### config.mk
export PLATFORM = sky130hd
export DESIGN_NAME = tile_halo_overlap_offset_top
export DESIGN_NICKNAME = d
export VERILOG_FILES = /design/src/design/thof_pkg.sv /design/src/design/tile_halo_overlap_offset_top.sv /design/src/design/thof_fifo.sv /design/src/design/thof_front.sv /design/src/design/thof_back.sv
export VERILOG_INCLUDE_DIRS = /design/src /design/src/design
export SDC_FILE = /design/constraint.sdc
export NUM_CORES = 1
export LEC_CHECK = 0
export BUFFER_PORTS_ARGS = -buffer_cell sky130_fd_sc_hd__buf_4
export CORE_ASPECT_RATIO = 0.5
export CORE_MARGIN = 2
export CORE_UTILIZATION = 39
export CTS_CLUSTER_SIZE = 28
export DETAILED_ROUTE_END_ITERATION = 6
export PLACE_DENSITY = 0.53
export SETUP_SLACK_MARGIN = 0.3
export SLEW_MARGIN = 0
export SYNTH_ARGS = -nofsm -noshare
export SYNTH_HDL_FRONTEND = slang
export SYNTH_SLANG_ARGS = --single-unit
### constraint.sdc
create_clock -name clk -period 7.9 [get_ports clk]
set_clock_uncertainty 0.1 [all_clocks]
set_input_delay 0.395 -clock clk [delete_from_list [all_inputs] [get_ports clk]]
set_output_delay 0.395 -clock clk [all_outputs]
set_load 0.005 [all_outputs]
### src/design/assert_macros.svh
// ----------------------------------------------------------------------------
// Assertion macros
// Concurrent assertion helpers for the tile halo neighbor test.
// ----------------------------------------------------------------------------
`ifndef ASSERT_MACROS_SVH
`define ASSERT_MACROS_SVH
`ifndef SYNTHESIS
`define ASSERT_RST(lbl, clk, rst_n, prop, msg) \
  lbl: assert property (@(posedge clk) disable iff (!rst_n) prop) else $error(msg);
`define ASSERT_ALWAYS(lbl, clk, prop, msg) \
  lbl: assert property (@(posedge clk) prop) else $error(msg);
`else
`define ASSERT_RST(lbl, clk, rst_n, prop, msg)
`define ASSERT_ALWAYS(lbl, clk, prop, msg)
`endif
`endif

### src/design/thof_pkg.sv
// ----------------------------------------------------------------------------
// Tile halo neighbor test package
// Edge codes, register indexes, result widths and the classification record.
// ----------------------------------------------------------------------------
package thof_pkg;

  localparam int EDGE_W   = 3;
  localparam int OFFSET_W = 18;
  localparam int COUNT_W  = 16;
  localparam int RESULT_W = EDGE_W + OFFSET_W + COUNT_W;
  localparam int QUEUE_DEPTH = 2;

  localparam int REG_IDX_W = 2;
  localparam logic [REG_IDX_W-1:0] REG_OWN_POS_X  = 2'd0;
  localparam logic [REG_IDX_W-1:0] REG_OWN_POS_Y  = 2'd1;
  localparam logic [REG_IDX_W-1:0] REG_OWN_SIZE_X = 2'd2;
  localparam logic [REG_IDX_W-1:0] REG_OWN_SIZE_Y = 2'd3;

  typedef enum logic [EDGE_W-1:0] {
    EDGE_NONE   = 3'd0,
    EDGE_TOP    = 3'd1,
    EDGE_RIGHT  = 3'd2,
    EDGE_BOTTOM = 3'd3,
    EDGE_LEFT   = 3'd4
  } edge_t;

  typedef struct packed {
    edge_t shared_edge;
    logic  start_in;
    logic  end_in;
  } thof_class_t;

endpackage

### src/design/tile_halo_overlap_offset_top.sv
// ----------------------------------------------------------------------------
// Tile halo neighbor test, top level
// Reports the edge a neighbor tile shares with the own tile, its halo offset
// and its shared point count.
// ----------------------------------------------------------------------------
// Usage: the own tile's position and size are written through the cfg port
// while the block is idle. Neighbor descriptors enter through a queue-like
// port: a transfer takes place at a clock edge with push high and full low.
// Results leave the same way: the oldest result is on the out_ ports while
// empty is low, and a transfer takes place at an edge with pop high.
// A front stage classifies each descriptor into a two-entry queue, and a back
// stage computes offset and count into a two-entry result queue.
// A result becomes visible only after its item passes both queues.
// Throughput: one descriptor per cycle while results are taken every cycle.
// When the receiver stalls, the result queue and then the classified queue
// fill, and full rises after four items are held. Reset clears both queues
// and sets the own tile to position zero and size one.
// ----------------------------------------------------------------------------
module tile_halo_overlap_offset_top #(
  parameter int COORD_BITS = 16
) (
  input  logic                           clk,
  input  logic                           rst_n,
  input  logic                           cfg_we,
  input  logic [thof_pkg::REG_IDX_W-1:0] cfg_addr,
  input  logic [COORD_BITS-1:0]          cfg_wdata,
  input  logic                           push,
  output logic                           full,
  input  logic [COORD_BITS-1:0]          in_nbr_pos_x,
  input  logic [COORD_BITS-1:0]          in_nbr_pos_y,
  input  logic [COORD_BITS-1:0]          in_nbr_size_x,
  input  logic [COORD_BITS-1:0]          in_nbr_size_y,
  output logic                           empty,
  input  logic                           pop,
  output logic [thof_pkg::EDGE_W-1:0]    out_shared_edge,
  output logic [thof_pkg::OFFSET_W-1:0]  out_halo_offset,
  output logic [thof_pkg::COUNT_W-1:0]   out_overlap_count
);
  import thof_pkg::*;

  localparam int CLSW = $bits(thof_class_t);
  localparam int QW   = CLSW + 2 * COORD_BITS;

  logic [COORD_BITS-1:0] own_pos_x_r, own_pos_y_r, own_size_x_r, own_size_y_r;

  thof_class_t           cls_f, cls_b;
  logic [COORD_BITS-1:0] seg_pos_f, seg_size_f, seg_pos_b, seg_size_b;
  logic [QW-1:0]         q_din, q_dout;
  logic                  q_push, q_pop, q_full, q_empty;

  logic [EDGE_W-1:0]     res_edge;
  logic [OFFSET_W-1:0]   res_offset;
  logic [COUNT_W-1:0]    res_count;
  logic [RESULT_W-1:0]   o_din, o_dout;
  logic                  o_pop, o_full, o_empty;

  always_ff @(posedge clk) begin
    if (!rst_n) begin
      own_pos_x_r  <= '0;
      own_pos_y_r  <= '0;
      own_size_x_r <= COORD_BITS'(1);
      own_size_y_r <= COORD_BITS'(1);
    end else if (cfg_we) begin
      case (cfg_addr)
        REG_OWN_POS_X:  own_pos_x_r  <= cfg_wdata;
        REG_OWN_POS_Y:  own_pos_y_r  <= cfg_wdata;
        REG_OWN_SIZE_X: own_size_x_r <= cfg_wdata;
        REG_OWN_SIZE_Y: own_size_y_r <= cfg_wdata;
        default: ;
      endcase
    end
  end

  thof_front #(.COORD_BITS(COORD_BITS)) u_front (
    .own_pos_x  (own_pos_x_r),
    .own_pos_y  (own_pos_y_r),
    .own_size_x (own_size_x_r),
    .own_size_y (own_size_y_r),
    .nbr_pos_x  (in_nbr_pos_x),
    .nbr_pos_y  (in_nbr_pos_y),
    .nbr_size_x (in_nbr_size_x),
    .nbr_size_y (in_nbr_size_y),
    .cls        (cls_f),
    .seg_pos    (seg_pos_f),
    .seg_size   (seg_size_f)
  );

  assign q_push = push && !q_full;
  assign q_pop  = !q_empty && !o_full;
  assign q_din  = {cls_f, seg_pos_f, seg_size_f};

  thof_fifo #(.WIDTH(QW), .DEPTH(QUEUE_DEPTH)) u_class_q (
    .clk   (clk),
    .rst_n (rst_n),
    .push  (q_push),
    .din   (q_din),
    .pop   (q_pop),
    .dout  (q_dout),
    .full  (q_full),
    .empty (q_empty)
  );

  assign cls_b      = thof_class_t'(q_dout[QW-1 -: CLSW]);
  assign seg_pos_b  = q_dout[2*COORD_BITS-1 -: COORD_BITS];
  assign seg_size_b = q_dout[COORD_BITS-1:0];

  thof_back #(.COORD_BITS(COORD_BITS)) u_back (
    .own_pos_x     (own_pos_x_r),
    .own_pos_y     (own_pos_y_r),
    .own_size_x    (own_size_x_r),
    .own_size_y    (own_size_y_r),
    .cls           (cls_b),
    .seg_pos       (seg_pos_b),
    .seg_size      (seg_size_b),
    .shared_edge   (res_edge),
    .halo_offset   (res_offset),
    .overlap_count (res_count)
  );

  assign o_din = {res_edge, res_offset, res_count};
  assign o_pop = pop && !o_empty;

  thof_fifo #(.WIDTH(RESULT_W), .DEPTH(QUEUE_DEPTH)) u_result_q (
    .clk   (clk),
    .rst_n (rst_n),
    .push  (q_pop),
    .din   (o_din),
    .pop   (o_pop),
    .dout  (o_dout),
    .full  (o_full),
    .empty (o_empty)
  );

  assign full              = q_full;
  assign empty             = o_empty;
  assign out_shared_edge   = o_dout[RESULT_W-1 -: EDGE_W];
  assign out_halo_offset   = o_dout[COUNT_W+OFFSET_W-1 -: OFFSET_W];
  assign out_overlap_count = o_dout[COUNT_W-1:0];

endmodule

### src/design/thof_fifo.sv
// ----------------------------------------------------------------------------
// Small register queue
// First-in first-out queue of a few entries with registered occupancy.
// ----------------------------------------------------------------------------
`include "assert_macros.svh"

module thof_fifo #(
  parameter int WIDTH = 8,
  parameter int DEPTH = 2
) (
  input  logic             clk,
  input  logic             rst_n,
  input  logic             push,
  input  logic [WIDTH-1:0] din,
  input  logic             pop,
  output logic [WIDTH-1:0] dout,
  output logic             full,
  output logic             empty
);

  localparam int AW = (DEPTH > 1) ? $clog2(DEPTH) : 1;
  localparam int CW = $clog2(DEPTH + 1);

  logic [WIDTH-1:0] slot_r [DEPTH];
  logic [AW-1:0]    wr_ptr_r;
  logic [AW-1:0]    rd_ptr_r;
  logic [CW-1:0]    count_r;

  always_ff @(posedge clk) begin
    if (push) begin
      slot_r[wr_ptr_r] <= din;
    end
  end

  always_ff @(posedge clk) begin
    if (!rst_n) begin
      wr_ptr_r <= '0;
      rd_ptr_r <= '0;
      count_r  <= '0;
    end else begin
      if (push) begin
        wr_ptr_r <= (wr_ptr_r == AW'(DEPTH - 1)) ? '0 : wr_ptr_r + 1'b1;
      end
      if (pop) begin
        rd_ptr_r <= (rd_ptr_r == AW'(DEPTH - 1)) ? '0 : rd_ptr_r + 1'b1;
      end
      if (push && !pop) begin
        count_r <= count_r + 1'b1;
      end else if (pop && !push) begin
        count_r <= count_r - 1'b1;
      end
    end
  end

  assign dout  = slot_r[rd_ptr_r];
  assign full  = (count_r == CW'(DEPTH));
  assign empty = (count_r == '0);

  `ASSERT_RST(a_count_bound, clk, rst_n, (count_r <= CW'(DEPTH)), "queue count overflow")
  `ASSERT_RST(a_push_grows, clk, rst_n, (push && !pop) |=> (count_r == $past(count_r) + 1'b1), "queue push lost")
  `ASSERT_RST(a_pop_shrinks, clk, rst_n, (pop && !push) |=> (count_r == $past(count_r) - 1'b1), "queue pop lost")

endmodule

### src/design/thof_front.sv
// ----------------------------------------------------------------------------
// Tile halo front end
// Classifies a neighbor tile by the edge it shares with the own tile.
// ----------------------------------------------------------------------------
module thof_front #(
  parameter int COORD_BITS = 16
) (
  input  logic [COORD_BITS-1:0] own_pos_x,
  input  logic [COORD_BITS-1:0] own_pos_y,
  input  logic [COORD_BITS-1:0] own_size_x,
  input  logic [COORD_BITS-1:0] own_size_y,
  input  logic [COORD_BITS-1:0] nbr_pos_x,
  input  logic [COORD_BITS-1:0] nbr_pos_y,
  input  logic [COORD_BITS-1:0] nbr_size_x,
  input  logic [COORD_BITS-1:0] nbr_size_y,
  output thof_pkg::thof_class_t cls,
  output logic [COORD_BITS-1:0] seg_pos,
  output logic [COORD_BITS-1:0] seg_size
);
  import thof_pkg::*;

  localparam int SW = COORD_BITS + 1;

  logic [SW-1:0] ox0, oxe, oy0, oye;
  logic [SW-1:0] nx0, nxe, ny0, nye;
  logic [SW-1:0] own_p, own_e, nbr_p, nbr_e;
  logic          touch_x, touch_y, use_y;
  edge_t         edge_sel;

  assign ox0 = SW'(own_pos_x);
  assign oxe = SW'(own_pos_x) + SW'(own_size_x);
  assign oy0 = SW'(own_pos_y);
  assign oye = SW'(own_pos_y) + SW'(own_size_y);
  assign nx0 = SW'(nbr_pos_x);
  assign nxe = SW'(nbr_pos_x) + SW'(nbr_size_x);
  assign ny0 = SW'(nbr_pos_y);
  assign nye = SW'(nbr_pos_y) + SW'(nbr_size_y);

  assign touch_x = (nx0 >= ox0 && nx0 < oxe) || (nxe > ox0 && nxe <= oxe) ||
                   (ox0 >= nx0 && ox0 < nxe) || (oxe > nx0 && oxe <= nxe);
  assign touch_y = (ny0 >= oy0 && ny0 < oye) || (nye > oy0 && nye <= oye) ||
                   (oy0 >= ny0 && oy0 < nye) || (oye > ny0 && oye <= nye);

  always_comb begin
    edge_sel = EDGE_NONE;
    if (touch_x) begin
      if (oye == ny0) begin
        edge_sel = EDGE_BOTTOM;
      end else if (oy0 == nye) begin
        edge_sel = EDGE_TOP;
      end
    end else if (touch_y) begin
      if (oxe == nx0) begin
        edge_sel = EDGE_RIGHT;
      end else if (ox0 == nxe) begin
        edge_sel = EDGE_LEFT;
      end
    end
  end

  assign use_y = (edge_sel == EDGE_RIGHT) || (edge_sel == EDGE_LEFT);
  assign own_p = use_y ? oy0 : ox0;
  assign own_e = use_y ? oye : oxe;
  assign nbr_p = use_y ? ny0 : nx0;
  assign nbr_e = use_y ? nye : nxe;

  assign cls.shared_edge = edge_sel;
  assign cls.start_in    = (nbr_p >= own_p);
  assign cls.end_in      = (nbr_e <= own_e);
  assign seg_pos  = use_y ? nbr_pos_y : nbr_pos_x;
  assign seg_size = use_y ? nbr_size_y : nbr_size_x;

endmodule

### src/design/thof_back.sv
// ----------------------------------------------------------------------------
// Tile halo back end
// Computes the halo buffer offset and shared point count of a classified item.
// ----------------------------------------------------------------------------
module thof_back #(
  parameter int COORD_BITS = 16
) (
  input  logic [COORD_BITS-1:0]         own_pos_x,
  input  logic [COORD_BITS-1:0]         own_pos_y,
  input  logic [COORD_BITS-1:0]         own_size_x,
  input  logic [COORD_BITS-1:0]         own_size_y,
  input  thof_pkg::thof_class_t         cls,
  input  logic [COORD_BITS-1:0]         seg_pos,
  input  logic [COORD_BITS-1:0]         seg_size,
  output logic [thof_pkg::EDGE_W-1:0]   shared_edge,
  output logic [thof_pkg::OFFSET_W-1:0] halo_offset,
  output logic [thof_pkg::COUNT_W-1:0]  overlap_count
);
  import thof_pkg::*;

  localparam int XW   = COORD_BITS + 2;
  localparam int OFFW = (XW > OFFSET_W) ? XW : OFFSET_W;
  localparam int CNTW = (XW > COUNT_W) ? XW : COUNT_W;

  logic                  use_y, active;
  logic [COORD_BITS-1:0] own_p, own_s;
  logic [XW-1:0]         own_e, nbr_e, base, off_seg, off_full, cnt_raw, cnt_pos;
  logic [OFFW-1:0]       off_ext;
  logic [CNTW-1:0]       cnt_ext;

  assign use_y  = (cls.shared_edge == EDGE_RIGHT) || (cls.shared_edge == EDGE_LEFT);
  assign active = (cls.shared_edge != EDGE_NONE);
  assign own_p  = use_y ? own_pos_y : own_pos_x;
  assign own_s  = use_y ? own_size_y : own_size_x;
  assign own_e  = XW'(own_p) + XW'(own_s);
  assign nbr_e  = XW'(seg_pos) + XW'(seg_size);

  always_comb begin
    case (cls.shared_edge)
      EDGE_RIGHT:  base = XW'(own_size_x);
      EDGE_LEFT:   base = XW'(own_size_x) + XW'(own_size_y);
      EDGE_BOTTOM: base = XW'(own_size_x) + (XW'(own_size_y) << 1);
      default:     base = '0;
    endcase
  end

  always_comb begin
    if (cls.start_in && cls.end_in) begin
      cnt_raw = XW'(seg_size);
    end else if (cls.start_in) begin
      cnt_raw = own_e - XW'(seg_pos);
    end else if (cls.end_in) begin
      cnt_raw = nbr_e - XW'(own_p);
    end else begin
      cnt_raw = XW'(own_s);
    end
  end

  assign off_seg  = cls.start_in ? (XW'(seg_pos) - XW'(own_p)) : '0;
  assign off_full = off_seg + base;
  assign cnt_pos  = cnt_raw[XW-1] ? '0 : cnt_raw;
  assign off_ext  = OFFW'(off_full);
  assign cnt_ext  = CNTW'(cnt_pos);

  assign shared_edge   = cls.shared_edge;
  assign halo_offset   = active ? off_ext[OFFSET_W-1:0] : '0;
  assign overlap_count = active ? cnt_ext[COUNT_W-1:0] : '0;

endmodule

==> out/results.ini, run 1 <==
[critical_path]
slowest_stage = dfxtp_1
r2r_cells = 28
r2r_start = own_size_y_r[3]
critPathKind = reg2reg
rr_endpoint = u_class_q.slot_r[0][33]
critical_path_required_ns = 8.07
reg2reg_slack_ns = 0.64
cp-end-kind = flop
worst-path-max-fanout = 7
cpMostUsedCell = a21o_1
worstSetupStartpointType = flop
max_stage_delay_ns = 0.52
arrival_ns = 7.43

[run]
drv_cap = 0

[floorplan]
rows = 62
die_w_um = 344
die-area_um2 = 60000
die_h_um = 174
start_util_pct = 39.4
io_pins = 126
core_um2 = 57300

[clock_tree]
cts_buffers = 22
clkTransAtPathRegs_ns = 0.06
cts_buffer_depth = 3
insertion_delay_ns = 0.54
root_buffer = clkbuf_16
h-tree-depth = 1
cts_tree = done
cts_hold_buf = 0
cts_num_sinks = 222

[grt]
grt.total_usage_pct = 25.5
grt_pass1_vias = 18000
overflow = 0
antenna_found_initial = 4
grt_pass1_wl_mm = 114
grt_max_degree = 75

[logic_synthesis]
synth-edff-count = 148
synth_area_um2 = 22600
synthesis.nets = 2927
synthTopCellsByArea = edfxtp_1 20%, ha_1 19%, dfxtp_1 6.6%
yosys_warnings = 0
synth_top_area_share_pct = 19.7
yosysTopAreaCell = edfxtp_1
synth_async_sr_flop_share_pct = 0
ys_types = 82
ys_seq_area_share_pct = 26.2
postSynthCellCount = 2477
ys_ff_latch = 222
synth_top_flop_cell = edfxtp_1
syn_area_per_cell_um2 = 9.12

[cells_and_area]
nets = 3077
syn2layout_area_growth_pct = 13.1
num_antenna_cells = 0
drive_gt1_share_pct = 15.3

[detailed_routing]
vias = 19400
ant_nets = 0
drtIter0Drc = 1705
wirelength_mm = 78.0
wl_per_cell_um = 22.9
dr.pass1.iters = 5
drc = 0
viasPerCell = 5.70

[sta]
rsz0062_at_grt = false
setup_viol = 0
min_period_over_period_pct = 91.8
tns_ns = 0
hold_violations = 0
finalCriticalPeriod_ns = 7.26
relSlewSlack_pct = 9.24
max_clock_freq_mhz = 138
worst_slew_pin_slew_ns = 1.36
finalMaxSlewViolations = 0

[pwr]
p_leak_nw = 10.8
power_mw = 6.71
power_density_nw_per_um2 = 263
peakVddDrop_mv = 0.131

[placement]
routabilityCongestion = 0.963
io_buffers = 125
hpwl_mm = 63.5

[min_path]
hold_class = in2reg
hold_depth = 3
hold_end = own_size_y_r[0]
min-delay-start = cfg_wdata[0]

[run_status]
status = finished, final reports clean

==> worst max-delay path: cells and delay by family, from the launching register on <==
kind | cells | cell delay, ns
compound gates | 19 | 4.06
xor+xnor | 1 | 0.21
fa+ha+maj | 3 | 0.94
flops | 1 | 0.52
mux | 1 | 0.33
simple gates | 4 | 0.83
==> how the worst max path moves through the flow <==
stage                                    end  cells past startpoint  slack, ns             from
detailed placement   u_class_q.slot_r[1][33]                     33       0.25  in_nbr_pos_x[0]
floorplan           u_result_q.slot_r[0][12]                     28       0.99             flop
finish               u_class_q.slot_r[0][33]                     28       0.64  own_size_y_r[3]
global route         u_class_q.slot_r[0][33]                     30       0.29  own_size_x_r[2]
CTS                  u_class_q.slot_r[0][33]                     30       0.45  own_size_x_r[2]
global placement     u_class_q.slot_r[0][33]                     33       0.31  in_nbr_pos_x[0]
==> placed cells by master (no fill, tap or decap), types with 8 or more instances in the layout <==
cell | netlist | routed
a211o_1 | 11 | 11
a211oi_1 | 28 | 27
a21boi_0 | 69 | 69
a21o_1 | 83 | 83
a21oi_1 | 165 | 165
a31oi_1 | 14 | 14
and2_1 | 15 | 14
and3_1 | 23 | 22
buf_4 | 2 | 187
clkbuf_16 | 0 | 23
dfxtp_1 | 74 | 72
edfxtp_1 | 148 | 148
fa_1 | 12 | 12
ha_1 | 351 | 351
inv_1 | 135 | 135
mux2_2 | 86 | 86
mux2_4 | 48 | 48
mux2i_1 | 46 | 44
nand2_1 | 237 | 237
nand2b_1 | 17 | 17
nand3_1 | 47 | 47
nand4_1 | 27 | 27
nor2_1 | 165 | 162
nor2b_1 | 31 | 31
nor3_1 | 58 | 57
nor4_1 | 13 | 13
o2111ai_1 | 8 | 8
o211ai_1 | 24 | 24
o21a_1 | 45 | 45
o21ai_0 | 93 | 92
o21bai_1 | 22 | 22
o22ai_1 | 15 | 15
o31ai_1 | 9 | 8
or2_2 | 12 | 12
or3_1 | 25 | 25
xnor2_1 | 85 | 84
xor2_1 | 68 | 66
==> per-stage QoR <==
step	hold WS (ns)	setup slack [ns]	utilization (%)	instances	cell area, um^2
3_5_place_dp	0.412	0.246	43.1	3366	24700
6_report	0.0364	0.644	44.6	3410	25500
2_1_floorplan	0.373	0.994	-	2477	22600
3_3_place_gp	0.404	0.312	43.1	3366	24700
5_1_grt	0.0321	0.289	44.6	3410	25500
4_1_cts	0.0127	0.447	44.4	3405	25500
==> sequential cells by signal, indices dropped and copies added (netlist names), named ones only <==
register,flops
u_result_q.slot_r,74
u_result_q.rd_ptr_r,1
u_class_q.count_r,2
own_pos_y_r,16
u_result_q.count_r,2
u_class_q.rd_ptr_r,1
u_class_q.slot_r,74
u_class_q.wr_ptr_r,1
own_size_x_r,16
u_result_q.wr_ptr_r,1
own_size_y_r,16
own_pos_x_r,16
==> repair_timing <==
action | CTS | global route
setup endpoints to repair | 0 | 4
gates resized for setup | 0 | 9
setup buffers | 0 | 4
==> logic make-up (layout without fill, tap and decap cells) <==
family,Yosys count,in the layout,synth area share (%)
adders and majority gates,365,365,20.6
DFF,222,222,26.2
xor gates and xnor gates,153,153,5.93
muxes,181,181,9.62
AOI/OAI and AO/OA,656,657,19.4
and+or+nand+nor,702,702,14.7
buffers and inverters,198,362,3.53
==> final cells by class <==
type	count	area (um^2)
fill	5576	31800
multi-input combinational	2058	16000
sequential	222	5930
timing repair buffer	188	1420
tap	768	961
clock buffer	33	664
inverter	135	507
clock inverter	6	55.1
==> synthesized netlist by cell type (all sizes together) (5+ instances only) <==
cell type and count:
o2111ai 8, a211oi 28, dfxtp 74, nand2 237, o21a 45, mux2i 46, o21bai 22, clkbuf 47
xnor2 85, inv 135, a31oi 14, nand3 47, nor4 13, a21o 83, a21oi 165, ha 351
nor3 58, and3 23, nand2b 17, o21ai 94, and2 16, a41oi 5, or4 5, o22ai 15
nor4b 5, nor2b 31, o31a 6, nor2 165, buf 16, edfxtp 148, o31ai 10, mux2 134
or3 25, a22oi 6, a21boi 70, fa 12, a211o 11, o211ai 24, a2111oi 9, nor3b 7
xor2 68, or2 12, nand4 27
==> metal layers <==
layer,track usage [%],routed length (um),vias up
met3,2.78,5340,85
met5,0,0,-
met1,40.2,39600,9269
li1,-,-,9488
met2,36.7,31300,601
met4,5.53,1860,0
==> power breakdown <==
group          switching [mW]  total (mW)  leakage, nW  internal (mW)
logic                    2.28        3.97         8.47           1.68
registers               0.105        1.70         1.99           1.60
clock network           0.461        1.05        0.359          0.586
(Power assumes the default switching activity.)
==> run 2, diff against run 1 <==
- CELL_PAD_IN_SITES_DETAIL_PLACEMENT: unset -> 2
- CELL_PAD_IN_SITES_GLOBAL_PLACEMENT: unset -> 2
- PLACE_DENSITY: 0.53 -> 0.78
==> out/results.ini, run 2 (synthesis results as in run 1) <==
[detailed_routing]
drtIter0Drc = 1627  ; -4.6%
drc = 0  ; unchanged
ant_nets = 0  ; unchanged
vias = 20700  ; +6.6%
viasPerCell = 6.05  ; +6.1%
wirelength_mm = 94.0  ; +20%
dr.pass1.iters = 7  ; +2
wl_per_cell_um = 27.5  ; +20%

[cells_and_area]
num_antenna_cells = 0  ; unchanged
fillers = 6203  ; +11%
final_cells = 3425  ; +0.44%
nets = 3090  ; +0.42%
layout_common_cells = 350 x ha_1, 237 x nand2_1, 198 x buf_4
seq_area_um2 = 5930  ; about the same
syn2layout_area_growth_pct = 14.0
drive_gt1_share_pct = 16.1  ; +0.78 points
multi_input_area_um2 = 16000  ; +0.24%
fin_util_pct = 44.9  ; +0.37 points
layout_commonest_cell = ha_1
largest_registers = u_class_q.slot_r (74), u_result_q.slot_r (74)

[clock_tree]
cts_hold_buf = 0  ; unchanged
h-tree-depth = 1  ; unchanged
root_buffer = clkbuf_16
cts_buffers = 24  ; +9.1%
cts_tree = done
cts_num_sinks = 222  ; unchanged
cts_buffer_depth = 3  ; unchanged
clkTransAtPathRegs_ns = 0.07  ; about the same
insertion_delay_ns = 0.57  ; +0.03 ns

[critical_path]
critical_path_required_ns = 8.07  ; about the same
worst-path-max-fanout = 10  ; +3
cpMostUsedCell = a21o_1
max_stage_delay_ns = 0.70  ; +0.18 ns
arrival_ns = 7.58  ; +0.15 ns
critPathKind = reg2reg
worstSetupStartpointType = flop
slowest_stage = or4b_2
cp-end-kind = flop

[placement]
dpl.cell_count = 3378  ; +0.36%
hpwl_mm = 76.7  ; +21%
dp_slack_ns = 0.235  ; -0.0113 ns
io_buffers = 125  ; unchanged
routabilityCongestion = 0.925  ; -3.9%

[grt]
overflow = 0  ; unchanged
grt_max_degree = 75  ; unchanged
antenna_found_initial = 4  ; unchanged
grt_pass1_wl_mm = 139  ; +22%
grt_pass1_vias = 21900  ; +21%
grt.total_usage_pct = 30.9  ; +5.4 points

[floorplan]
die_h_um = 174  ; unchanged
start_util_pct = 39.4  ; unchanged
rows = 62  ; unchanged
die_w_um = 344  ; unchanged
die-area_um2 = 60000  ; unchanged
io_pins = 126  ; unchanged
core_um2 = 57300  ; unchanged

[pwr]
p_leak_nw = 10.9  ; +0.91%
power_mw = 7.08  ; +5.5%
power_density_nw_per_um2 = 275  ; +4.6%
peakVddDrop_mv = 0.184  ; +40%

[min_path]
hold_class = in2reg

[sta]
relSlewSlack_pct = 22.3  ; +13 points
fin_ws_ns = 0.495  ; -0.149 ns
finalMaxSlewViolations = 0  ; unchanged
tns_ns = 0  ; unchanged
max_clock_freq_mhz = 135  ; -2.0%
worst_slew_pin_slew_ns = 1.16  ; -0.195 ns
hold_violations = 0  ; unchanged
finalCriticalPeriod_ns = 7.41  ; +0.149 ns
min_period_over_period_pct = 93.7  ; +1.9 points
rsz0062_at_grt = false
setup_viol = 0  ; unchanged

[run_status]
status = finished, final reports clean

[run]
drv_cap = 0  ; unchanged

[run 2: worst max-delay path: cells and delay by family (launching register included)]
kind | cells | cell delay (ns)
compound gates | 22 | 3.95
simple gates | 3 | 0.88
fa+ha+maj | 3 | 0.83
buf+inv | 3 | 0.58
flops | 1 | 0.37
mux | 1 | 0.27
xor+xnor | 1 | 0.13
[run 2: power by group]
group | switching (mW) | total (mW) | internal [mW]
clock | 0.506 | 1.16 | 0.657
sequential | 0.0965 | 1.70 | 1.60
combinational | 2.52 | 4.22 | 1.70
total | 3.12 | 7.08 | 3.96
[run 2: final cells by class]
type / count / share of cell area (%)
clock buffer: 34 / 2.71
clock inverter: 9 / 0.408
inverter: 135 / 1.97
multi-input combinational: 2057 / 62.3
sequential: 222 / 23.0
tap: 768 / 3.73
timing repair buffer: 200 / 5.86
[run 2: repair_timing]
item | in CTS | in global routing
setup endpoints to repair | 2 | 14
setup buffers | 2 | 2
pin swaps | 1 | 2
gates resized for setup | 1 | 23
hold endpoints to repair | 0 | 0
[run 2: final timing paths]
path | from | endpoint | slack, ns | cells after the start
max | own_size_x_r[0] | u_class_q.slot_r[0][33] | 0.49 | 33
min | cfg_wdata[12] | own_size_y_r[12] | 0.009 | 3
max reg2reg | own_size_x_r[0] | u_class_q.slot_r[0][33] | 0.49 | 33
min reg2reg | u_class_q.count_r[1] | u_class_q.count_r[1] | 0.44 | 2
[run 2: metrics by stage]
step / hold slack, ns / area [um^2]
finish: 0.00888 / 25800
global route: 0.0200 / 25800
CTS: 0.00268 / 25600
detailed placement: 0.432 / 24800
global placement: 0.409 / 24800
floorplan: 0.373 / 22600
[run 2: per-layer routing]
metal	wire length, um	share of wire [%]	vias to the layer above	track usage (%)
met4	3620	3.9	4	11.0
met1	44200	47	10500	43.6
met3	6040	6.4	155	4.95
li1	-	-	9486	-
met2	40200	43	599	47.7
met5	22	0.023	-	0
